[config.mk]
export PLATFORM = sky130hd
export DESIGN_NAME = kinematic_lerp_motion_driver_core
export DESIGN_NICKNAME = d
export VERILOG_FILES = /design/src/klmd_pkg.sv /design/src/kinematic_lerp_motion_driver_core.sv /design/src/klmd_lerp.sv
export VERILOG_INCLUDE_DIRS = /design/src /design/src/src
export SDC_FILE = /design/constraint.sdc
export NUM_CORES = 2
export LEC_CHECK = 0
export BUFFER_PORTS_ARGS = -buffer_cell sky130_fd_sc_hd__buf_2
export CAP_MARGIN = 20
export CORE_ASPECT_RATIO = 0.5
export CORE_MARGIN = 3
export CORE_UTILIZATION = 50
export CTS_CLUSTER_SIZE = 24
export DETAILED_ROUTE_END_ITERATION = 10
export PLACE_DENSITY_LB_ADDON = 0.25
export RECOVER_POWER = 50
export SYNTH_ARGS = -nofsm -noshare
export SYNTH_HDL_FRONTEND = slang
export SYNTH_HIERARCHICAL = 1
export SYNTH_SLANG_ARGS = --single-unit
[constraint.sdc]
create_clock -name clk_i -period 14.69 [get_ports clk_i]
set_input_delay 0.7345 -clock clk_i [delete_from_list [all_inputs] [get_ports clk_i]]
set_output_delay 0.7345 -clock clk_i [all_outputs]
set_load 0.05 [all_outputs]
[src/kinematic_lerp_motion_driver_core_macros.svh]
// assertion macros for the motion driver core
`ifndef KINEMATIC_LERP_MOTION_DRIVER_CORE_MACROS_SVH
`define KINEMATIC_LERP_MOTION_DRIVER_CORE_MACROS_SVH

// plain property, checked on every clock edge outside reset
`define KLMD_ASSERT(lbl, prop, msg) \
  lbl: assert property (@(posedge clk_i) disable iff (!rst_ni) (prop)) else $error(msg);

// implication form, antecedent and consequent given apart
`define KLMD_ASSERT_IMPL(lbl, ante, cons, msg) \
  `KLMD_ASSERT(lbl, (ante) |-> (cons), msg)

`endif

[src/klmd_pkg.sv]
// shared types and codes of the kinematic motion driver
package klmd_pkg;

  localparam int unsigned WORD_W = 32;
  localparam int unsigned CNT_W  = $clog2(WORD_W);

  // input item kinds
  localparam logic [1:0] KIND_TICK   = 2'd0;
  localparam logic [1:0] KIND_MOVE   = 2'd1;
  localparam logic [1:0] KIND_ROTATE = 2'd2;

  // result status codes
  localparam logic [1:0] STATUS_OK       = 2'd0;
  localparam logic [1:0] STATUS_ZERO     = 2'd1;
  localparam logic [1:0] STATUS_DISABLED = 2'd2;

  // configuration register indexes
  localparam logic [1:0] CFG_ENABLE      = 2'd0;
  localparam logic [1:0] CFG_MOVE_MODE   = 2'd1;
  localparam logic [1:0] CFG_ROTATE_MODE = 2'd2;

  // interpolation jobs of one tick
  localparam logic [1:0] JOB_X     = 2'd0;
  localparam logic [1:0] JOB_Y     = 2'd1;
  localparam logic [1:0] JOB_ANGLE = 2'd2;

  typedef enum logic [1:0] {
    ST_IDLE,
    ST_LERP,
    ST_RESP
  } core_state_e;

  typedef enum logic [2:0] {
    L_IDLE,
    L_DIFF,
    L_MAG,
    L_MUL,
    L_DIV,
    L_FIN
  } lerp_state_e;

  typedef struct packed {
    logic              start;
    logic [WORD_W-1:0] from_val;
    logic [WORD_W-1:0] goal_val;
    logic [WORD_W-1:0] num;
    logic [WORD_W-1:0] den;
  } lerp_req_t;

  typedef struct packed {
    logic              busy;
    logic              done;
    logic [WORD_W-1:0] result;
  } lerp_rsp_t;

endpackage

[src/kinematic_lerp_motion_driver_core.sv]
// top level of the kinematic motion driver: command decode, channel state, sequencer
// move_to, rotate_to, errors and idle ticks show their result in the cycle after accept
// a tick runs one interpolation per active axis (x, y, angle) in turn on the shared
// multiply and radix-2 divide unit
// one transaction at a time; the next input can be taken the cycle after the result leaves
// reset clears all but the lerp datapath: channels stopped, pose zero, disabled, once mode
`include "kinematic_lerp_motion_driver_core_macros.svh"

module kinematic_lerp_motion_driver_core (
  input  logic               clk_i,
  input  logic               rst_ni,
  // configuration writes
  input  logic               cfg_valid_i,
  output logic               cfg_ready_o,
  input  logic [1:0]         cfg_index_i,
  input  logic               cfg_data_i,
  // input transactions
  input  logic               in_valid_i,
  output logic               in_ready_o,
  input  logic [1:0]         kind_i,
  input  logic signed [31:0] target_x_i,
  input  logic signed [31:0] target_y_i,
  input  logic signed [31:0] target_angle_i,
  input  logic signed [31:0] present_x_i,
  input  logic signed [31:0] present_y_i,
  input  logic signed [31:0] present_angle_i,
  input  logic [31:0]        span_i,
  input  logic [31:0]        delta_time_i,
  // result transactions
  output logic               out_valid_o,
  input  logic               out_ready_i,
  output logic signed [31:0] pos_x_o,
  output logic signed [31:0] pos_y_o,
  output logic signed [31:0] heading_o,
  output logic               moving_o,
  output logic               rotating_o,
  output logic [1:0]         status_o
);

  localparam int unsigned W = klmd_pkg::WORD_W;

  klmd_pkg::core_state_e state_q, state_d;

  // configuration registers
  logic enable_q, move_mode_q, rotate_mode_q;

  // translation channel
  logic [W-1:0] move_start_x_q, move_start_y_q, move_goal_x_q, move_goal_y_q;
  logic [W-1:0] move_elapsed_q, move_span_q;
  logic         move_active_q;
  // rotation channel
  logic [W-1:0] rot_start_q, rot_goal_q, rot_elapsed_q, rot_span_q;
  logic         rot_active_q;
  // pose and result status
  logic [W-1:0] pose_x_q, pose_y_q, pose_angle_q;
  logic [1:0]   status_q;

  // sequencer bookkeeping: which axes to interpolate, current axis, job in flight
  logic [2:0] run_q, run_d;
  logic [1:0] job_q;
  logic       issued_q;
  logic       job_needed;
  logic       job_adv;

  logic in_fire, out_fire, cfg_fire;
  logic tick_go;

  // elapsed time advance, formed one bit wider so it never wraps
  logic [W:0] mv_sum, rt_sum;
  logic       mv_end, rt_end;

  klmd_pkg::lerp_req_t lerp_req;
  klmd_pkg::lerp_rsp_t lerp_rsp;

  assign cfg_ready_o = 1'b1;
  assign cfg_fire    = cfg_valid_i && cfg_ready_o;
  assign in_fire     = in_valid_i && in_ready_o;
  assign out_fire    = out_valid_o && out_ready_i;

  assign mv_sum = {1'b0, move_elapsed_q} + {1'b0, delta_time_i};
  assign rt_sum = {1'b0, rot_elapsed_q} + {1'b0, delta_time_i};
  assign mv_end = mv_sum >= {1'b0, move_span_q};
  assign rt_end = rt_sum >= {1'b0, rot_span_q};

  // a valid tick on an enabled body refreshes the pose of every active channel
  assign tick_go = (kind_i == klmd_pkg::KIND_TICK) && (delta_time_i != '0) && enable_q;
  assign run_d   = {tick_go && rot_active_q, tick_go && move_active_q, tick_go && move_active_q};

  // walk x, y, angle in turn; axes not flagged pass straight through
  always_comb begin
    unique case (job_q)
      klmd_pkg::JOB_X:     job_needed = run_q[0];
      klmd_pkg::JOB_Y:     job_needed = run_q[1];
      klmd_pkg::JOB_ANGLE: job_needed = run_q[2];
      default:             job_needed = 1'b0;
    endcase
  end
  assign job_adv = !job_needed || lerp_rsp.done;

  // next state
  always_comb begin
    state_d = state_q;
    unique case (state_q)
      klmd_pkg::ST_IDLE: begin
        if (in_fire) state_d = (|run_d) ? klmd_pkg::ST_LERP : klmd_pkg::ST_RESP;
      end
      klmd_pkg::ST_LERP: begin
        if (job_adv && job_q == klmd_pkg::JOB_ANGLE) state_d = klmd_pkg::ST_RESP;
      end
      klmd_pkg::ST_RESP: begin
        if (out_ready_i) state_d = klmd_pkg::ST_IDLE;
      end
      default: state_d = klmd_pkg::ST_IDLE;
    endcase
  end

  // outputs of the sequencer
  always_comb begin
    in_ready_o     = state_q == klmd_pkg::ST_IDLE;
    out_valid_o    = state_q == klmd_pkg::ST_RESP;
    lerp_req.start = (state_q == klmd_pkg::ST_LERP) && job_needed && !issued_q;
    unique case (job_q)
      klmd_pkg::JOB_X: begin
        lerp_req.from_val = move_start_x_q;
        lerp_req.goal_val = move_goal_x_q;
        lerp_req.num      = move_elapsed_q;
        lerp_req.den      = move_span_q;
      end
      klmd_pkg::JOB_Y: begin
        lerp_req.from_val = move_start_y_q;
        lerp_req.goal_val = move_goal_y_q;
        lerp_req.num      = move_elapsed_q;
        lerp_req.den      = move_span_q;
      end
      default: begin
        lerp_req.from_val = rot_start_q;
        lerp_req.goal_val = rot_goal_q;
        lerp_req.num      = rot_elapsed_q;
        lerp_req.den      = rot_span_q;
      end
    endcase
  end

  klmd_lerp u_lerp (
    .clk_i  (clk_i),
    .rst_ni (rst_ni),
    .req_i  (lerp_req),
    .rsp_o  (lerp_rsp)
  );

  always_ff @(posedge clk_i or negedge rst_ni) begin
    if (!rst_ni) begin
      state_q        <= klmd_pkg::ST_IDLE;
      enable_q       <= 1'b0;
      move_mode_q    <= 1'b0;
      rotate_mode_q  <= 1'b0;
      move_start_x_q <= '0;
      move_start_y_q <= '0;
      move_goal_x_q  <= '0;
      move_goal_y_q  <= '0;
      move_elapsed_q <= '0;
      move_span_q    <= '0;
      move_active_q  <= 1'b0;
      rot_start_q    <= '0;
      rot_goal_q     <= '0;
      rot_elapsed_q  <= '0;
      rot_span_q     <= '0;
      rot_active_q   <= 1'b0;
      pose_x_q       <= '0;
      pose_y_q       <= '0;
      pose_angle_q   <= '0;
      status_q       <= klmd_pkg::STATUS_OK;
      run_q          <= '0;
      job_q          <= klmd_pkg::JOB_X;
      issued_q       <= 1'b0;
    end else begin
      state_q <= state_d;

      // command decode and channel update at accept
      if (in_fire) begin
        status_q <= klmd_pkg::STATUS_OK;
        run_q    <= run_d;
        job_q    <= klmd_pkg::JOB_X;
        issued_q <= 1'b0;
        unique case (kind_i)
          klmd_pkg::KIND_TICK: begin
            if (delta_time_i == '0) begin
              status_q <= klmd_pkg::STATUS_ZERO;
            end else if (enable_q) begin
              if (move_active_q) begin
                if (mv_end) begin
                  if (move_mode_q) begin
                    // ping-pong: head back from the goal
                    move_start_x_q <= move_goal_x_q;
                    move_goal_x_q  <= move_start_x_q;
                    move_start_y_q <= move_goal_y_q;
                    move_goal_y_q  <= move_start_y_q;
                    move_elapsed_q <= '0;
                  end else begin
                    move_elapsed_q <= move_span_q;
                    move_active_q  <= 1'b0;
                  end
                end else begin
                  move_elapsed_q <= mv_sum[W-1:0];
                end
              end
              if (rot_active_q) begin
                if (rt_end) begin
                  if (rotate_mode_q) begin
                    rot_start_q   <= rot_goal_q;
                    rot_goal_q    <= rot_start_q;
                    rot_elapsed_q <= '0;
                  end else begin
                    rot_elapsed_q <= rot_span_q;
                    rot_active_q  <= 1'b0;
                  end
                end else begin
                  rot_elapsed_q <= rt_sum[W-1:0];
                end
              end
            end
          end
          klmd_pkg::KIND_MOVE: begin
            // zero span outranks the disabled check
            if (span_i == '0) begin
              status_q <= klmd_pkg::STATUS_ZERO;
            end else if (!enable_q) begin
              status_q <= klmd_pkg::STATUS_DISABLED;
            end else begin
              move_active_q  <= 1'b1;
              move_start_x_q <= present_x_i;
              move_start_y_q <= present_y_i;
              move_goal_x_q  <= target_x_i;
              move_goal_y_q  <= target_y_i;
              move_span_q    <= span_i;
              move_elapsed_q <= '0;
              pose_x_q       <= present_x_i;
              pose_y_q       <= present_y_i;
            end
          end
          klmd_pkg::KIND_ROTATE: begin
            if (span_i == '0) begin
              status_q <= klmd_pkg::STATUS_ZERO;
            end else if (!enable_q) begin
              status_q <= klmd_pkg::STATUS_DISABLED;
            end else begin
              rot_active_q  <= 1'b1;
              rot_start_q   <= present_angle_i;
              rot_goal_q    <= target_angle_i;
              rot_span_q    <= span_i;
              rot_elapsed_q <= '0;
              pose_angle_q  <= present_angle_i;
            end
          end
          default: ; // unused kind leaves channels and pose alone
        endcase
      end

      // interpolation sequencing
      if (lerp_req.start) issued_q <= 1'b1;
      if (state_q == klmd_pkg::ST_LERP && job_adv) begin
        issued_q <= 1'b0;
        job_q    <= job_q + 1'b1;
      end
      if (lerp_rsp.done) begin
        unique case (job_q)
          klmd_pkg::JOB_X: pose_x_q     <= lerp_rsp.result;
          klmd_pkg::JOB_Y: pose_y_q     <= lerp_rsp.result;
          default:         pose_angle_q <= lerp_rsp.result;
        endcase
      end

      // configuration writes; dropping enable stops both channels, pose is kept
      if (cfg_fire) begin
        unique case (cfg_index_i)
          klmd_pkg::CFG_ENABLE: begin
            if (enable_q && !cfg_data_i) begin
              move_active_q  <= 1'b0;
              move_elapsed_q <= '0;
              rot_active_q   <= 1'b0;
              rot_elapsed_q  <= '0;
            end
            enable_q <= cfg_data_i;
          end
          klmd_pkg::CFG_MOVE_MODE:   move_mode_q   <= cfg_data_i;
          klmd_pkg::CFG_ROTATE_MODE: rotate_mode_q <= cfg_data_i;
          default: ; // writes past the register list are dropped
        endcase
      end
    end
  end

  // result fields come straight from the architectural state
  assign pos_x_o    = pose_x_q;
  assign pos_y_o    = pose_y_q;
  assign heading_o  = pose_angle_q;
  assign moving_o   = move_active_q;
  assign rotating_o = rot_active_q;
  assign status_o   = status_q;

  // an active channel always holds a usable duration
  `KLMD_ASSERT_IMPL(a_move_span_nonzero, move_active_q, move_span_q != '0,
    "translation active with zero span")
  `KLMD_ASSERT_IMPL(a_rot_span_nonzero, rot_active_q, rot_span_q != '0,
    "rotation active with zero span")
  // the shared unit is only started when idle and only while sequencing
  `KLMD_ASSERT_IMPL(a_lerp_start_ok, lerp_req.start,
    state_q == klmd_pkg::ST_LERP && !lerp_rsp.busy, "interpolation started while busy")
  // a result leaving frees the input side on the next cycle
  `KLMD_ASSERT_IMPL(a_ready_after_out, out_fire, ##1 in_ready_o,
    "input not ready after result transaction")

endmodule

[src/klmd_lerp.sv]
// shared interpolation unit: from + (goal - from) * num / den, one quotient bit a cycle
module klmd_lerp (
  input  logic                clk_i,
  input  logic                rst_ni,
  input  klmd_pkg::lerp_req_t req_i,
  output klmd_pkg::lerp_rsp_t rsp_o
);

  klmd_pkg::lerp_state_e state_q, state_d;

  logic [klmd_pkg::WORD_W-1:0] from_q, goal_q, num_q, den_q;
  logic [klmd_pkg::WORD_W:0]   diff_q;
  logic [klmd_pkg::WORD_W:0]   diff_neg;
  logic                        neg_q;
  logic [klmd_pkg::WORD_W-1:0] mag_q;
  logic [klmd_pkg::WORD_W-1:0] rem_q, lo_q;
  logic [klmd_pkg::CNT_W-1:0]  cnt_q;
  logic [2*klmd_pkg::WORD_W-1:0] prod;
  logic [klmd_pkg::WORD_W:0]   trial;
  logic [klmd_pkg::WORD_W:0]   trial_sub;
  logic                        trial_ge;
  logic                        div_last;

  assign diff_neg  = '0 - diff_q;
  assign prod      = mag_q * num_q;
  assign trial     = {rem_q, lo_q[klmd_pkg::WORD_W-1]};
  assign trial_ge  = trial >= {1'b0, den_q};
  assign trial_sub = trial - {1'b0, den_q};
  assign div_last  = cnt_q == klmd_pkg::CNT_W'(klmd_pkg::WORD_W - 1);

  // next state
  always_comb begin
    state_d = state_q;
    unique case (state_q)
      klmd_pkg::L_IDLE: if (req_i.start) state_d = klmd_pkg::L_DIFF;
      klmd_pkg::L_DIFF: state_d = klmd_pkg::L_MAG;
      klmd_pkg::L_MAG:  state_d = klmd_pkg::L_MUL;
      klmd_pkg::L_MUL:  state_d = klmd_pkg::L_DIV;
      klmd_pkg::L_DIV:  if (div_last) state_d = klmd_pkg::L_FIN;
      klmd_pkg::L_FIN:  state_d = klmd_pkg::L_IDLE;
      default:          state_d = klmd_pkg::L_IDLE;
    endcase
  end

  // outputs
  always_comb begin
    rsp_o.busy   = state_q != klmd_pkg::L_IDLE;
    rsp_o.done   = state_q == klmd_pkg::L_FIN;
    // quotient never exceeds the magnitude, so a 32-bit add is exact modulo 2^32
    if (den_q == '0) begin
      rsp_o.result = goal_q;
    end else if (neg_q) begin
      rsp_o.result = from_q - lo_q;
    end else begin
      rsp_o.result = from_q + lo_q;
    end
  end

  always_ff @(posedge clk_i or negedge rst_ni) begin
    if (!rst_ni) begin
      state_q <= klmd_pkg::L_IDLE;
      cnt_q   <= '0;
    end else begin
      state_q <= state_d;
      if (state_q == klmd_pkg::L_DIV) begin
        cnt_q <= cnt_q + 1'b1;
      end else begin
        cnt_q <= '0;
      end
    end
  end

  always_ff @(posedge clk_i) begin
    unique case (state_q)
      klmd_pkg::L_IDLE: begin
        if (req_i.start) begin
          from_q <= req_i.from_val;
          goal_q <= req_i.goal_val;
          num_q  <= req_i.num;
          den_q  <= req_i.den;
        end
      end
      klmd_pkg::L_DIFF: begin
        diff_q <= {goal_q[klmd_pkg::WORD_W-1], goal_q} - {from_q[klmd_pkg::WORD_W-1], from_q};
      end
      klmd_pkg::L_MAG: begin
        neg_q <= diff_q[klmd_pkg::WORD_W];
        mag_q <= diff_q[klmd_pkg::WORD_W] ? diff_neg[klmd_pkg::WORD_W-1:0]
                                          : diff_q[klmd_pkg::WORD_W-1:0];
      end
      klmd_pkg::L_MUL: begin
        // upper half stays below den since num never exceeds den
        rem_q <= prod[2*klmd_pkg::WORD_W-1:klmd_pkg::WORD_W];
        lo_q  <= prod[klmd_pkg::WORD_W-1:0];
      end
      klmd_pkg::L_DIV: begin
        rem_q <= trial_ge ? trial_sub[klmd_pkg::WORD_W-1:0] : trial[klmd_pkg::WORD_W-1:0];
        lo_q  <= {lo_q[klmd_pkg::WORD_W-2:0], trial_ge};
      end
      klmd_pkg::L_FIN: ;
      default: ;
    endcase
  end

endmodule

==> flow_summary.ini <==
[clocking]
root_buffer = clkbuf_16
clock-sinks = 696
ctsHoldBuffers = 1
cts_buffers = 76
cts_setup_buffers = 0
clkSlewWorstSetupHoldPaths_ps = 60
clockBufferDepth = 3
tritoncts = built
insertion_delay_ps = 680
post_cts_resized = 0
htreeDepth = 3

[timing]
worstMarginPinSlew_ps = 8060
relSlewSlack_pct = -437
min_period_over_period_pct = 65.8
finalSetupViolCount = 0
skew_ps = 41.4
period_needed_ps = 9670
rsz0062_at_grt = false
slew_viol_final = 498
hold_viol_final = 0
finalSetupTns_ps = 0
clock.fmax_mhz = 103

[grt]
track_usage_pct = 28.7
grt_max_degree = 176
antenna_found_initial = 39
grt_pass1_wl_mm = 347
grt.overflow.total = 0
grt_pass1_vias = 57400

[run_status]
status = complete, but fails checks
violations = capacitance limit, slew limit

[worst_setup_path]
critPathLaunch = job_q[0]
max_stage_delay_ps = 5570
r2r_start = job_q[0]
timing.reg2reg.setup_slack_ps = 5020
cp.depth = 5
reg2reg_to = u_lerp/den_q[28]
cp.buffers_inverters = 2
reg2reg_depth = 5
crit_path_max_fanout = 161
end_kind = register
cpMaxStageDelayCell = clkbuf_1
critPathTopFamily = buffers and inverters
critPathArrivalTime_ps = 9620
crit_path_start_kind = register
critPathCapture = u_lerp/den_q[28]
required_ps = 14640
critPathKind = reg2reg
cp_cell_sequence = inv_1, ha_1, nor2_4, clkbuf_1, o21ai_0

[routing]
via_per_inst = 5.76
ant_nets = 0
vias = 57700
drtIter0Drc = 5098
wirelength_mm = 225
wire_per_inst_um = 22.5
firstDrtPassIters = 8
drcViolationCount = 0

[job]
cap_violations = 7

[yosys]
yosysWarningCount = 6
synth_fp_nets = 9483
syn_inst = 7818
syn_area_um2 = 75900
avgSynthCellArea_um2 = 9.71

[die]
coreArea_um2 = 150000
die_w_um = 557
die_area_um2 = 157000
initial_core_util_pct = 50.7
row_count = 100
die_height_um = 282
io_pins = 369

[layout]
area_growth_pct = 8.04
drive_gt1_share_pct = 10.8
largest-register = u_lerp/diff_q
nNetsFinal = 9615
final_cell_mix = 1060 x inv_1, 984 x nand2_1, 901 x fa_1, 625 x and2_1, 495 x ha_1
multi_input_area_um2 = 51700
final_common_cell = inv_1
largest_reg_flops = 33
fillers = 13400
register_area_um2 = 18700

[placed_design]
place_congestion = 0.978
dp_hpwl_mm = 177
portBuffers = 367

[hold_path]
hp-class = in2reg
-- metal layers --
layer  GRT usage [%]  share of wire [%]  vias up
li1                -                  -    26000
met1            42.0                 45    29200
met2            43.0                 43     2160
met3            6.55                8.8      373
met4            7.40                2.9       32
met5               0               0.11        -
-- final cells by class --
cell class	instances	area share (%)
Multi-Input combinational cell	5651	63.0
Sequential cell	696	22.8
Inverter	1060	4.85
Tap cell	1989	3.03
Timing Repair Buffer	465	3.01
Clock buffer	93	2.51
Clock inverter	47	0.698
Antenna cell	20	0.0610
-- worst min-delay path by stage --
| stage | cells after the start | slack, ps | to | startpoint |
|---|---|---|---|---|
| final | 2 | 330 | move_span_q[27] | span_i[27] |
| after global routing | 2 | 310 | move_span_q[27] | span_i[27] |
| after CTS | 2 | 300 | move_span_q[27] | span_i[27] |
| after detailed placement | 1 | 460 | u_lerp/cnt_q[0] | u_lerp/cnt_q[0] |
| after global placement | 1 | 460 | u_lerp/cnt_q[0] | u_lerp/cnt_q[0] |
| after floorplan | 1 | 430 | u_lerp/cnt_q[0] | u_lerp/cnt_q[0] |
-- stage by stage --
step	setup WS, ps	cell area (µm²)	std cells	hold slack [ps]	utilization [%]
finish	5020	82000	10000	329	54.8
global route	4330	82000	10000	308	54.8
CTS	5910	82100	9999	296	54.8
detailed placement	5970	79500	9858	465	53.1
global placement	6130	79500	9858	461	53.1
floorplan	7320	75900	7818	432	-
-- worst register-to-register path: cells and delay by family (launching register included) --
kind	cells	cell delay, ps
buffers and inverters	2	5660
AO/OA/AOI/OAI	1	2270
adder cells (fa/ha/maj)	1	420
flip-flops	1	410
AND/OR/NAND/NOR	1	180
Power is not shown: default switching activity piles up to over one toggle a cycle in this logic, so the estimate is an artifact.
